**src/eth_ip_l4_header_parser_assert.svh**
```systemverilog
// ----------------------------------------------------------------------------
// Assertion macros for the Ethernet / IP / L4 header parser
// Concurrent assertion wrappers clocked on i_clk and held off during reset.
// ----------------------------------------------------------------------------
`ifndef ETH_IP_L4_HEADER_PARSER_ASSERT_SVH
`define ETH_IP_L4_HEADER_PARSER_ASSERT_SVH

// Checks a property at every rising edge while the block is out of reset.
`define ETH_L4_ASSERT(label, prop, msg) \
    label: assert property (@(posedge i_clk) disable iff (!i_rst_n) (prop)) \
        else $error(msg);

// Checks that a condition leads to another one in the following cycle.
`define ETH_L4_ASSERT_NEXT(label, cond, expect_next, msg) \
    label: assert property (@(posedge i_clk) disable iff (!i_rst_n) \
        (cond) |=> (expect_next)) else $error(msg);

`endif

```
**src/eth_l4_pkg.sv**
```systemverilog
// ----------------------------------------------------------------------------
// eth_l4_pkg
// Shared constants and types of the Ethernet / IP / L4 header parser.
// ----------------------------------------------------------------------------
package eth_l4_pkg;

    // Field widths of the request and result channels.
    localparam int BYTE_W   = 8;
    localparam int STATUS_W = 3;
    localparam int OFFSET_W = 12;
    localparam int PORT_W   = 16;

    // Default frame size limit.
    localparam int MAX_FRAME_BYTES_DEF = 2048;

    // Header layout.
    localparam logic [15:0] ETH_KIND_IPV4    = 16'h0800;
    localparam logic [15:0] ETH_KIND_IPV6    = 16'h86DD;
    localparam logic [7:0]  PROTO_TCP        = 8'd6;
    localparam logic [7:0]  PROTO_UDP        = 8'd17;
    localparam logic [6:0]  ETH_HEADER_BYTES = 7'd14;
    localparam logic [6:0]  IPV6_TRANSPORT   = 7'd54;
    localparam logic [7:0]  UDP_HEADER_BYTES = 8'd8;
    localparam logic [7:0]  TCP_MIN_BYTES    = 8'd13;

    // Byte positions of interest.
    localparam int POS_ETYPE_HI   = 12;
    localparam int POS_ETYPE_LO   = 13;
    localparam int POS_IPV4_IHL   = 14;
    localparam int POS_IPV6_NEXT  = 20;
    localparam int POS_IPV4_PROTO = 23;
    localparam int POS_TCP_DOFF   = 12;

    // Minimum frame lengths for the EtherType and protocol bytes.
    localparam int LEN_ETYPE      = 14;
    localparam int LEN_IPV4_PROTO = 24;
    localparam int LEN_IPV6_NEXT  = 21;

    // Parse status codes.
    localparam logic [STATUS_W-1:0] ST_TCP           = 3'd0;
    localparam logic [STATUS_W-1:0] ST_UDP           = 3'd1;
    localparam logic [STATUS_W-1:0] ST_UNKNOWN_ETYPE = 3'd2;
    localparam logic [STATUS_W-1:0] ST_UNKNOWN_PROTO = 3'd3;
    localparam logic [STATUS_W-1:0] ST_TRUNCATED     = 3'd4;

    // One result of the parser.
    typedef struct packed {
        logic [STATUS_W-1:0] parse_status;
        logic                is_udp;
        logic [OFFSET_W-1:0] payload_offset;
        logic [OFFSET_W-1:0] payload_bytes;
        logic [PORT_W-1:0]   source_port;
        logic [PORT_W-1:0]   dest_port;
    } t_result;

endpackage

```
**src/eth_l4_ifs.sv**
```systemverilog
// ----------------------------------------------------------------------------
// eth_l4 channel interfaces
// Valid/ready channels for frame bytes in and parse results out.
// ----------------------------------------------------------------------------

// Frame byte channel.
interface eth_l4_in_if;
    logic                          valid;
    logic                          ready;
    logic [eth_l4_pkg::BYTE_W-1:0] frame_byte;
    logic                          last_byte;

    modport source (output valid, output frame_byte, output last_byte, input ready);
    modport sink   (input valid, input frame_byte, input last_byte, output ready);
endinterface

// Parse result channel.
interface eth_l4_out_if;
    logic                            valid;
    logic                            ready;
    logic [eth_l4_pkg::STATUS_W-1:0] parse_status;
    logic                            is_udp;
    logic [eth_l4_pkg::OFFSET_W-1:0] payload_offset;
    logic [eth_l4_pkg::OFFSET_W-1:0] payload_bytes;
    logic [eth_l4_pkg::PORT_W-1:0]   source_port;
    logic [eth_l4_pkg::PORT_W-1:0]   dest_port;

    modport source (output valid, output parse_status, output is_udp, output payload_offset,
                    output payload_bytes, output source_port, output dest_port,
                    input ready);
    modport sink   (input valid, input parse_status, input is_udp, input payload_offset,
                    input payload_bytes, input source_port, input dest_port,
                    output ready);
endinterface

```
**src/eth_ip_l4_header_parser.sv**
```systemverilog
// ----------------------------------------------------------------------------
// eth_ip_l4_header_parser
// Streams an Ethernet frame byte by byte and reports the IPv4/IPv6 transport
// (TCP or UDP), the payload offset and length, and the UDP ports.
// ----------------------------------------------------------------------------
// The parser takes one frame byte per cycle with no gaps needed between
// frames. Each byte is registered, then updates the per-frame header state;
// on the byte marked last a single result is built and held in an output
// register, valid once that byte has left the input register. Input
// backpressure only arises when a finished result is still waiting downstream
// and another last byte wants to leave the input register. Frames longer than
// MAX_FRAME_BYTES are counted as exactly MAX_FRAME_BYTES long. VLAN tags and
// IPv6 extension headers are not recognized; the IPv6 transport header is
// taken at byte 54.
`include "eth_ip_l4_header_parser_assert.svh"

module eth_ip_l4_header_parser #(
    parameter int MAX_FRAME_BYTES = eth_l4_pkg::MAX_FRAME_BYTES_DEF
) (
    input  logic          i_clk,
    input  logic          i_rst_n,
    eth_l4_in_if.sink     i_frame,
    eth_l4_out_if.source  o_result
);
    import eth_l4_pkg::*;

    // Position counter width and the width used for length compares.
    localparam int PW = $clog2(MAX_FRAME_BYTES + 1);
    localparam int CW = (PW > 8) ? PW : 8;

    // Input register.
    logic              r_s1_valid;
    logic [BYTE_W-1:0] r_s1_byte;
    logic              r_s1_last;

    // Per-frame header state.
    logic [PW-1:0] r_pos;
    logic [15:0]   r_ether;
    logic [7:0]    r_proto;
    logic [6:0]    r_ts;
    logic [3:0]    r_words;
    logic [15:0]   r_src;
    logic [15:0]   r_dst;

    logic [PW-1:0] n_pos;
    logic [15:0]   n_ether;
    logic [7:0]    n_proto;
    logic [6:0]    n_ts;
    logic [3:0]    n_words;
    logic [15:0]   n_src;
    logic [15:0]   n_dst;

    // Output register.
    logic    r_out_valid;
    t_result r_out;
    t_result n_out;

    logic out_free;
    logic s1_go;
    logic in_take;

    // Handshake: a last byte needs a free output slot, other bytes always move.
    assign out_free      = !r_out_valid || o_result.ready;
    assign s1_go         = r_s1_valid && (!r_s1_last || out_free);
    assign i_frame.ready = !r_s1_valid || s1_go;
    assign in_take       = i_frame.valid && i_frame.ready;

    // Input register load.
    always_ff @(posedge i_clk) begin
        if (!i_rst_n) begin
            r_s1_valid <= 1'b0;
        end else if (in_take) begin
            r_s1_valid <= 1'b1;
        end else if (s1_go) begin
            r_s1_valid <= 1'b0;
        end
    end

    always_ff @(posedge i_clk) begin
        if (in_take) begin
            r_s1_byte <= i_frame.frame_byte;
            r_s1_last <= i_frame.last_byte;
        end
    end

    // Header field capture for the byte in the input register.
    logic [PW-1:0] ts_pos;
    logic is_v4;
    logic is_v6;

    always_comb begin
        n_ether = r_ether;
        n_ts    = r_ts;
        n_proto = r_proto;
        n_src   = r_src;
        n_dst   = r_dst;
        n_words = r_words;

        if (r_pos == PW'(POS_ETYPE_HI)) begin
            n_ether[15:8] = r_s1_byte;
        end
        if (r_pos == PW'(POS_ETYPE_LO)) begin
            n_ether[7:0] = r_s1_byte;
            if ({r_ether[15:8], r_s1_byte} == ETH_KIND_IPV6) begin
                n_ts = IPV6_TRANSPORT;
            end
        end
        if (r_pos == PW'(POS_IPV4_IHL) && r_ether == ETH_KIND_IPV4) begin
            n_ts = ETH_HEADER_BYTES + 7'({r_s1_byte[3:0], 2'b00});
        end
        if (r_pos == PW'(POS_IPV4_PROTO) && r_ether == ETH_KIND_IPV4) begin
            n_proto = r_s1_byte;
        end
        if (r_pos == PW'(POS_IPV6_NEXT) && r_ether == ETH_KIND_IPV6) begin
            n_proto = r_s1_byte;
        end

        ts_pos = PW'(n_ts);
        if (r_pos == ts_pos) begin
            n_src[15:8] = r_s1_byte;
        end
        if (r_pos == ts_pos + PW'(1)) begin
            n_src[7:0] = r_s1_byte;
        end
        if (r_pos == ts_pos + PW'(2)) begin
            n_dst[15:8] = r_s1_byte;
        end
        if (r_pos == ts_pos + PW'(3)) begin
            n_dst[7:0] = r_s1_byte;
        end
        if (r_pos == ts_pos + PW'(POS_TCP_DOFF)) begin
            n_words = r_s1_byte[7:4];
        end

        n_pos = (r_pos < PW'(MAX_FRAME_BYTES)) ? r_pos + PW'(1) : r_pos;
    end

    // Result for a frame that ends with the byte in the input register.
    logic [PW:0]   len_sum;
    logic [CW-1:0] len;
    logic [CW-1:0] udp_off;
    logic [CW-1:0] tcp_off;
    logic [CW-1:0] tcp_min;
    logic [CW-1:0] sel_off;

    always_comb begin
        len_sum = {1'b0, r_pos} + (PW+1)'(1);
        len     = (len_sum > (PW+1)'(MAX_FRAME_BYTES)) ? CW'(MAX_FRAME_BYTES)
                                                      : CW'(len_sum);
        udp_off = CW'({1'b0, n_ts} + UDP_HEADER_BYTES);
        tcp_off = CW'({1'b0, n_ts} + {2'b00, n_words, 2'b00});
        tcp_min = CW'({1'b0, n_ts} + TCP_MIN_BYTES);
        is_v4   = (n_ether == ETH_KIND_IPV4);
        is_v6   = (n_ether == ETH_KIND_IPV6);

        n_out   = '0;
        sel_off = '0;
        if (len < CW'(LEN_ETYPE)) begin
            n_out.parse_status = ST_TRUNCATED;
        end else if (!is_v4 && !is_v6) begin
            n_out.parse_status = ST_UNKNOWN_ETYPE;
        end else if (len < (is_v4 ? CW'(LEN_IPV4_PROTO) : CW'(LEN_IPV6_NEXT))) begin
            n_out.parse_status = ST_TRUNCATED;
        end else if (n_proto == PROTO_UDP) begin
            if (len < udp_off) begin
                n_out.parse_status = ST_TRUNCATED;
            end else begin
                n_out.parse_status = ST_UDP;
                n_out.is_udp       = 1'b1;
                n_out.source_port  = n_src;
                n_out.dest_port    = n_dst;
                sel_off            = udp_off;
            end
        end else if (n_proto == PROTO_TCP) begin
            if (len < tcp_min || len < tcp_off) begin
                n_out.parse_status = ST_TRUNCATED;
            end else begin
                n_out.parse_status = ST_TCP;
                sel_off            = tcp_off;
            end
        end else begin
            n_out.parse_status = ST_UNKNOWN_PROTO;
        end

        // Offset is zero when nothing was parsed, which also zeroes the length.
        n_out.payload_offset = OFFSET_W'(sel_off);
        n_out.payload_bytes  = (sel_off == '0) ? '0 : OFFSET_W'(len - sel_off);
    end

    // Header state update; everything returns to zero after the last byte.
    always_ff @(posedge i_clk) begin
        if (!i_rst_n) begin
            r_pos   <= '0;
            r_ether <= '0;
            r_proto <= '0;
            r_ts    <= '0;
            r_words <= '0;
            r_src   <= '0;
            r_dst   <= '0;
        end else if (s1_go) begin
            if (r_s1_last) begin
                r_pos   <= '0;
                r_ether <= '0;
                r_proto <= '0;
                r_ts    <= '0;
                r_words <= '0;
                r_src   <= '0;
                r_dst   <= '0;
            end else begin
                r_pos   <= n_pos;
                r_ether <= n_ether;
                r_proto <= n_proto;
                r_ts    <= n_ts;
                r_words <= n_words;
                r_src   <= n_src;
                r_dst   <= n_dst;
            end
        end
    end

    // Output register.
    always_ff @(posedge i_clk) begin
        if (!i_rst_n) begin
            r_out_valid <= 1'b0;
        end else if (s1_go && r_s1_last) begin
            r_out_valid <= 1'b1;
        end else if (o_result.ready) begin
            r_out_valid <= 1'b0;
        end
    end

    always_ff @(posedge i_clk) begin
        if (s1_go && r_s1_last) begin
            r_out <= n_out;
        end
    end

    assign o_result.valid          = r_out_valid;
    assign o_result.parse_status   = r_out.parse_status;
    assign o_result.is_udp         = r_out.is_udp;
    assign o_result.payload_offset = r_out.payload_offset;
    assign o_result.payload_bytes  = r_out.payload_bytes;
    assign o_result.source_port    = r_out.source_port;
    assign o_result.dest_port      = r_out.dest_port;

    // Checks.
    `ETH_L4_ASSERT(a_udp_flag, !r_out_valid || (r_out.is_udp == (r_out.parse_status == ST_UDP)), "is_udp disagrees with status")
    `ETH_L4_ASSERT(a_unparsed_zero, !r_out_valid || r_out.parse_status == ST_TCP || r_out.parse_status == ST_UDP || (r_out.payload_offset == '0 && r_out.payload_bytes == '0), "unparsed frame has offset or length")
    `ETH_L4_ASSERT(a_pos_cap, r_pos <= PW'(MAX_FRAME_BYTES), "byte position past the frame limit")
    `ETH_L4_ASSERT_NEXT(a_frame_clear, s1_go && r_s1_last, r_pos == '0 && r_ether == '0, "frame state not cleared after last byte")
    `ETH_L4_ASSERT_NEXT(a_result_out, s1_go && r_s1_last, r_out_valid, "last byte gave no result")

endmodule

```
**src/flat_wrapper.sv**
```systemverilog
// flat-port wrapper written by rule: the top's interface ports become plain ports
module eth_ip_l4_header_parser_flat import eth_l4_pkg::*;
#(
    parameter int MAX_FRAME_BYTES = eth_l4_pkg::MAX_FRAME_BYTES_DEF
)
  (i_clk, i_rst_n, i_frame_valid, i_frame_frame_byte, i_frame_last_byte, i_frame_ready, o_result_valid, o_result_parse_status, o_result_is_udp, o_result_payload_offset, o_result_payload_bytes, o_result_source_port, o_result_dest_port, o_result_ready);
  eth_l4_in_if i_frame_i ();
  eth_l4_out_if o_result_i ();
  input  logic i_clk;
  input  logic i_rst_n;
  input wire logic [$bits(i_frame_i.valid)-1:0] i_frame_valid;
  input wire logic [$bits(i_frame_i.frame_byte)-1:0] i_frame_frame_byte;
  input wire logic [$bits(i_frame_i.last_byte)-1:0] i_frame_last_byte;
  output wire logic [$bits(i_frame_i.ready)-1:0] i_frame_ready;
  output wire logic [$bits(o_result_i.valid)-1:0] o_result_valid;
  output wire logic [$bits(o_result_i.parse_status)-1:0] o_result_parse_status;
  output wire logic [$bits(o_result_i.is_udp)-1:0] o_result_is_udp;
  output wire logic [$bits(o_result_i.payload_offset)-1:0] o_result_payload_offset;
  output wire logic [$bits(o_result_i.payload_bytes)-1:0] o_result_payload_bytes;
  output wire logic [$bits(o_result_i.source_port)-1:0] o_result_source_port;
  output wire logic [$bits(o_result_i.dest_port)-1:0] o_result_dest_port;
  input wire logic [$bits(o_result_i.ready)-1:0] o_result_ready;
  assign i_frame_i.valid = i_frame_valid;
  assign i_frame_i.frame_byte = i_frame_frame_byte;
  assign i_frame_i.last_byte = i_frame_last_byte;
  assign i_frame_ready = i_frame_i.ready;
  assign o_result_valid = o_result_i.valid;
  assign o_result_parse_status = o_result_i.parse_status;
  assign o_result_is_udp = o_result_i.is_udp;
  assign o_result_payload_offset = o_result_i.payload_offset;
  assign o_result_payload_bytes = o_result_i.payload_bytes;
  assign o_result_source_port = o_result_i.source_port;
  assign o_result_dest_port = o_result_i.dest_port;
  assign o_result_i.ready = o_result_ready;
  eth_ip_l4_header_parser #(.MAX_FRAME_BYTES(MAX_FRAME_BYTES)) u_core (.i_clk(i_clk), .i_rst_n(i_rst_n), .i_frame(i_frame_i), .o_result(o_result_i));
endmodule
```
**config.mk**
```make
export PLATFORM = sky130hd
export DESIGN_NAME = eth_ip_l4_header_parser_flat
export DESIGN_NICKNAME = d
export VERILOG_FILES = /design/src/eth_l4_pkg.sv /design/src/eth_l4_ifs.sv /design/src/eth_ip_l4_header_parser.sv /design/src/flat_wrapper.sv
export VERILOG_INCLUDE_DIRS = /design/src /design/src/src
export SDC_FILE = /design/constraint.sdc
export NUM_CORES = 1
export LEC_CHECK = 0
export ABC_AREA = 1
export BUFFER_PORTS_ARGS = -buffer_cell sky130_fd_sc_hd__buf_2
export CAP_MARGIN = 20
export CORE_ASPECT_RATIO = 1.75
export CORE_MARGIN = 3
export CORE_UTILIZATION = 60
export CTS_BUF_LIST = sky130_fd_sc_hd__clkbuf_8
export DETAILED_ROUTE_END_ITERATION = 10
export GPL_ROUTABILITY_DRIVEN = 1
export HOLD_SLACK_MARGIN = 0.05
export PLACE_DENSITY = 0.8
export SLEW_MARGIN = 40
export SYNTH_ARGS = -nofsm -noshare
export SYNTH_HDL_FRONTEND = slang
export SYNTH_SLANG_ARGS = --single-unit
```
**constraint.sdc**
```tcl
create_clock -name i_clk -period 15.6 [get_ports i_clk]
set_input_delay 1.56 -clock i_clk [delete_from_list [all_inputs] [get_ports i_clk]]
set_output_delay 1.56 -clock i_clk [all_outputs]
set_load 0.05 [all_outputs]
```
; Word-level counts from Yosys, hierarchy flattened
; Index checks and enable logic that the tools add are counted.
; Widths: inputs -> output; s select.
[totals]
register_bits = 150
ramBits = 0
latch_bits = 0
in_bits = 13
mem_bits_ro = 0
memories = 0
[classes]
n_eq_ne = 17
n_lt_le_gt_ge = 7
addsub = 11
bitwise_logic = 1
div = 0
mul = 0
mux = 40
n_reduce_logical = 24
shift = 0
[op_table]
columns = op, n
row1 = $mux 12, 10
row2 = $mux 8, 9
row3 = $eq 12x12->1, 4
row4 = $eq 16x16->1 const B, 3
row5 = $lt 12x12->1, 4
row6 = $mux 16, 3
row7 = $eq 12x4->1 const B, 3
row8 = $eq 16x12->1 const B, 2
row9 = $mux 7, 4
row10 = $add 7x4->8 const B, 3
row11 = $eq 12x5->1 const B, 2
row12 = $mux 3, 6
row13 = $add 7x2->8 const B, 2
row14 = $add 12x1->13 const B, 1
row15 = $gt 13x12->1 const B, 1
row16 = $add 12x1->12 const B, 1
row17 = $eq 12x7->1, 1
row18 = $logic_not 12->1, 1
row19 = $lt 12x12->1 const B, 1
row20 = $lt 12x4->1 const B, 1
row21 = $mux 4, 3
row22 = $sub 12x12->12, 1
row23 = $add 7x1->8 const B, 1
row24 = $add 7x6->8, 1
row25 = other kinds (13), 32

; Longest topological paths before layout
[depth]
depth_word = 17
mapped_depth = 49
mapped_depth_nobuf = 48

; Worst setup path before layout
; OpenSTA, ideal clock, no wires.
[synth_timing]
path_kind = register -> register
start = register u_core.r_pos[8]
end = register u_core.r_out (netlist bit u_core.o_result.payload_bytes[10]) (data pin)
path_stages_with_launch = 43
setup_time_ns = 0.135
period_less_slack_ns = 6.394
setup_slack_ns = 9.206
arrival_ns = 6.258
cell_sequence = dfxtp_1 nor2_2 nand3_4 nor2_8 nand3_2 nor2_4 nand2_1 o21a_1 buf_4 inv_1 ha_1 inv_1 o21ai_1 nand2_1 xor2_1 nor3_1 nand2_1 o21ai_1 (+7 left out) a21oi_1 nor3_1 a2111oi_0 nand2_1 nand3_1 a21oi_1 ha_1 fa_1 inv_1 a31oi_1 o31ai_1 a21oi_1 nor2_1 nor2_1 nand2_1 xor2_1 inv_1 nor2_2
[synth_rtl]
columns = item, line
row1 = from (decl), eth_ip_l4_header_parser.sv:37  ; logic [PW-1:0] r_pos;
row2 = from (signal assigned), eth_ip_l4_header_parser.sv:210  ; r_pos <= n_pos;
row3 = to (signal assigned), eth_ip_l4_header_parser.sv:234  ; r_out <= n_out;
row4 = to (decl), eth_ip_l4_header_parser.sv:55  ; t_result r_out;

==> flow_summary.yaml <==
synthesis:
  ys.flop_type: "dfxtp_1"
  synth_top_area_frac: 0.207
  post-synth-top-count-cell: "nand2_1"
  ys_ff_latch: 146
  synth_common_cells: "379 x nand2_1, 143 x inv_1, 109 x a21oi_1, 106 x nor2_1, 102 x nand3_1"
  yosys.area.top_type: "edfxtp_1"
  synth.cell_area_mm2: 0.00943
  ys_seq_area_frac: 0.379
  yosys_warnings: 0
  synth_cell_types: 54
  avgSynthCellArea_um2: 7.36
  synth_edf_count: 65
  ys_async_sr_fraction: 0
  synthTopCellsByArea: "edfxtp_1 21%, dfxtp_1 17%, nand2_1 15%"
  synth_cells: 1281
timing:
  finalHoldViolCount: 0
  post-route-period-util: 0.490
  skew_ns: 0.0232
  rsz0062_at_grt: "false"
  timing.slew.headroom: 0.487
  worst_slew_pin_slew_ns: 0.770
  max_freq_mhz: 131
  setup_tns_ns: 0
  setup_viol: 0
  drv_slew: 0
  timing.final.crit_period_ns: 7.65
routing:
  drt_iter0_drc: 530
  drt-pass1-iter-count: 6
  drc: 0
  via_per_inst: 5.54
  via_count: 8516
  postRouteAntennaNets: 0
  wl_mm: 24.3
  avgRoutedWirePerCell_um: 15.8
clock_tree:
  cts_setup_buffers: 0
  clkTransAtPathRegs_ns: 0.09
  cts_resized: 0
  cts_buffers: 17
  clk_latency_ns: 0.47
  cts-hold-fix-buffers: 0
  clockBufferDepth: 2
  htreeDepth: 4
  cts_tree: "built"
  cts_root_buffer: "clkbuf_8"
  clock-sinks: 146
floorplanning:
  pin_count: 75
  die_area_mm2: 0.0173
  fp.coreArea_mm2: 0.0154
  num_rows: 60
  start_util: 0.613
  die-width_um: 101
  dieHeight_um: 172
critical_path:
  cp_max_fo: 8
  cp-end-kind: "register"
  worst_path_max_delay_cell: "fa_1"
  worstPathRequired_ns: 15.81
  critical_path_arrival_ns: 7.86
  startpoint_type: "register"
  critPathMaxStageDelay_ns: 0.47
  worst-setup-path-type: "register to register"
final_layout:
  final_area_mm2: 0.0103
  fin_cells: 1538
  nets: 1403
  areaGrowthSynthToFinish_pct: 8.81
  drive_above_1_share: 0.144
  fin_util: 0.667
  antennaDiodeCount: 0
place:
  dp.cells: 1506
  gp_congestion: 0.964
  place_hpwl_mm: 17.9
  io_buffers: 70
  dpl_cell_area_mm2: 0.00989
power_and_ir_drop:
  p_per_area_mw_per_mm2: 72.0
  leakage_uw: 0.00466
  peakVddDrop_mv: 0.0640
global_routing:
  grt_pass1_wl_mm: 38.8
  grt_usage: 0.284
  grt_antenna_before_repair: 0
  overflow: 0
  grt_max_degree: 70
  grt_pass1_vias: 8161
min_path:
  hp-class: "register to register"
run:
  drv_cap: 0
status:
  outcome: "completed"
[state kept, by name (all words and copies together), names as in the netlist]
| register | count |
|---|---|
| u_core.o_result.payload_bytes | 12 |
| u_core.r_proto | 8 |
| u_core.r_s1_valid | 1 |
| u_core.r_s1_byte | 8 |
| u_core.o_result.source_port | 16 |
| u_core.r_dst | 16 |
| u_core.r_ether | 16 |
| u_core.r_pos | 12 |
| u_core.o_result.is_udp | 1 |
| u_core.r_src | 16 |
| u_core.r_ts | 7 |
| u_core.o_result.dest_port | 16 |
| u_core.o_result.valid | 1 |
| u_core.o_result.parse_status | 3 |
| u_core.r_words | 4 |
| u_core.o_result.payload_offset | 8 |
| u_core.r_s1_last | 1 |
[critical path: cells and delay by family, from the launching register on]
| family | cells | cell delay [ns] |
|---|---|---|
| AOI/OAI and AO/OA | 11 | 2.35 |
| xor gates and xnor gates | 2 | 0.33 |
| adders and majority gates | 6 | 1.79 |
| buffers and inverters | 5 | 0.79 |
| DFF | 1 | 0.46 |
| and+or+nand+nor | 14 | 1.72 |
[final timing paths]
kind                                           from  slack, ns  depth (start not counted)                                to
worst min-delay path                u_core.r_dst[1]       0.47                          2                   u_core.r_dst[1]
worst min register to register      u_core.r_dst[1]       0.47                          2                   u_core.r_dst[1]
worst max-delay path            u_core.r_s1_byte[1]       7.95                         38  u_core.o_result.payload_bytes[8]
worst max register to register  u_core.r_s1_byte[1]       7.95                         38  u_core.o_result.payload_bytes[8]
[kinds of logic (layout without fill, tap and decap cells)]
group / Yosys count / count (layout) / synth area share
AOI/OAI and AO/OA: 156 / 156 / 0.0918
xor gates and xnor gates: 45 / 45 / 0.0485
DFF: 146 / 146 / 0.379
other: 1 / 4 / 0.000397
buffers and inverters: 196 / 264 / 0.0832
and+or+nand+nor: 686 / 686 / 0.328
adders and majority gates: 51 / 51 / 0.0692
[where the power goes]
part | switching, uW | leakage (uW) | total, uW | internal, uW
clock network | 173 | 0.000193 | 291 | 118
logic | 33.8 | 0.00310 | 43.2 | 9.47
registers | 3.78 | 0.00136 | 405 | 401
total | 211 | 0.00466 | 739 | 529
[through the flow]
step | setup slack (ns) | hold slack [ns] | power, uW
6_report | 7.95 | 0.470 | 739
5_1_grt | 7.30 | 0.492 | 760
2_1_floorplan | 9.21 | 0.440 | 444
3_5_place_dp | 8.05 | 0.455 | 457
4_1_cts | 8.04 | 0.469 | 742
3_3_place_gp | 8.29 | 0.451 | 456
[cell usage in the layout (no fill, tap or decap), types with 11 or more instances in the layout]
master / count
nand2_2: 16
nand3_1: 102
nor2_1: 104
dfxtp_1: 81
inv_1: 142
edfxtp_1: 65
nand2_1: 378
buf_2: 70
nor2_2: 22
nor3_1: 14
nand4_1: 17
o21ai_0: 18
xor2_1: 35
a21oi_1: 109
o21ai_1: 11
ha_1: 49
clkbuf_8: 17
inv_2: 14
[final cells by class]
class	count	area, um^2
inverters	157	589
multi-input cells	942	5100
clock buffers	17	234
clock inverters	15	143
flip-flops and latches	146	3570
well taps	186	233
fillers	1358	5120
repair buffers	75	388
[per-layer routing]
layer	vias to the layer above	track usage	wire length, um
li1	4266	-	-
met1	3891	0.307	9190
met2	275	0.526	12900
met3	84	0.0363	1070
met4	0	0.149	1160
met5	-	0	0
(Power assumes the default switching activity.)
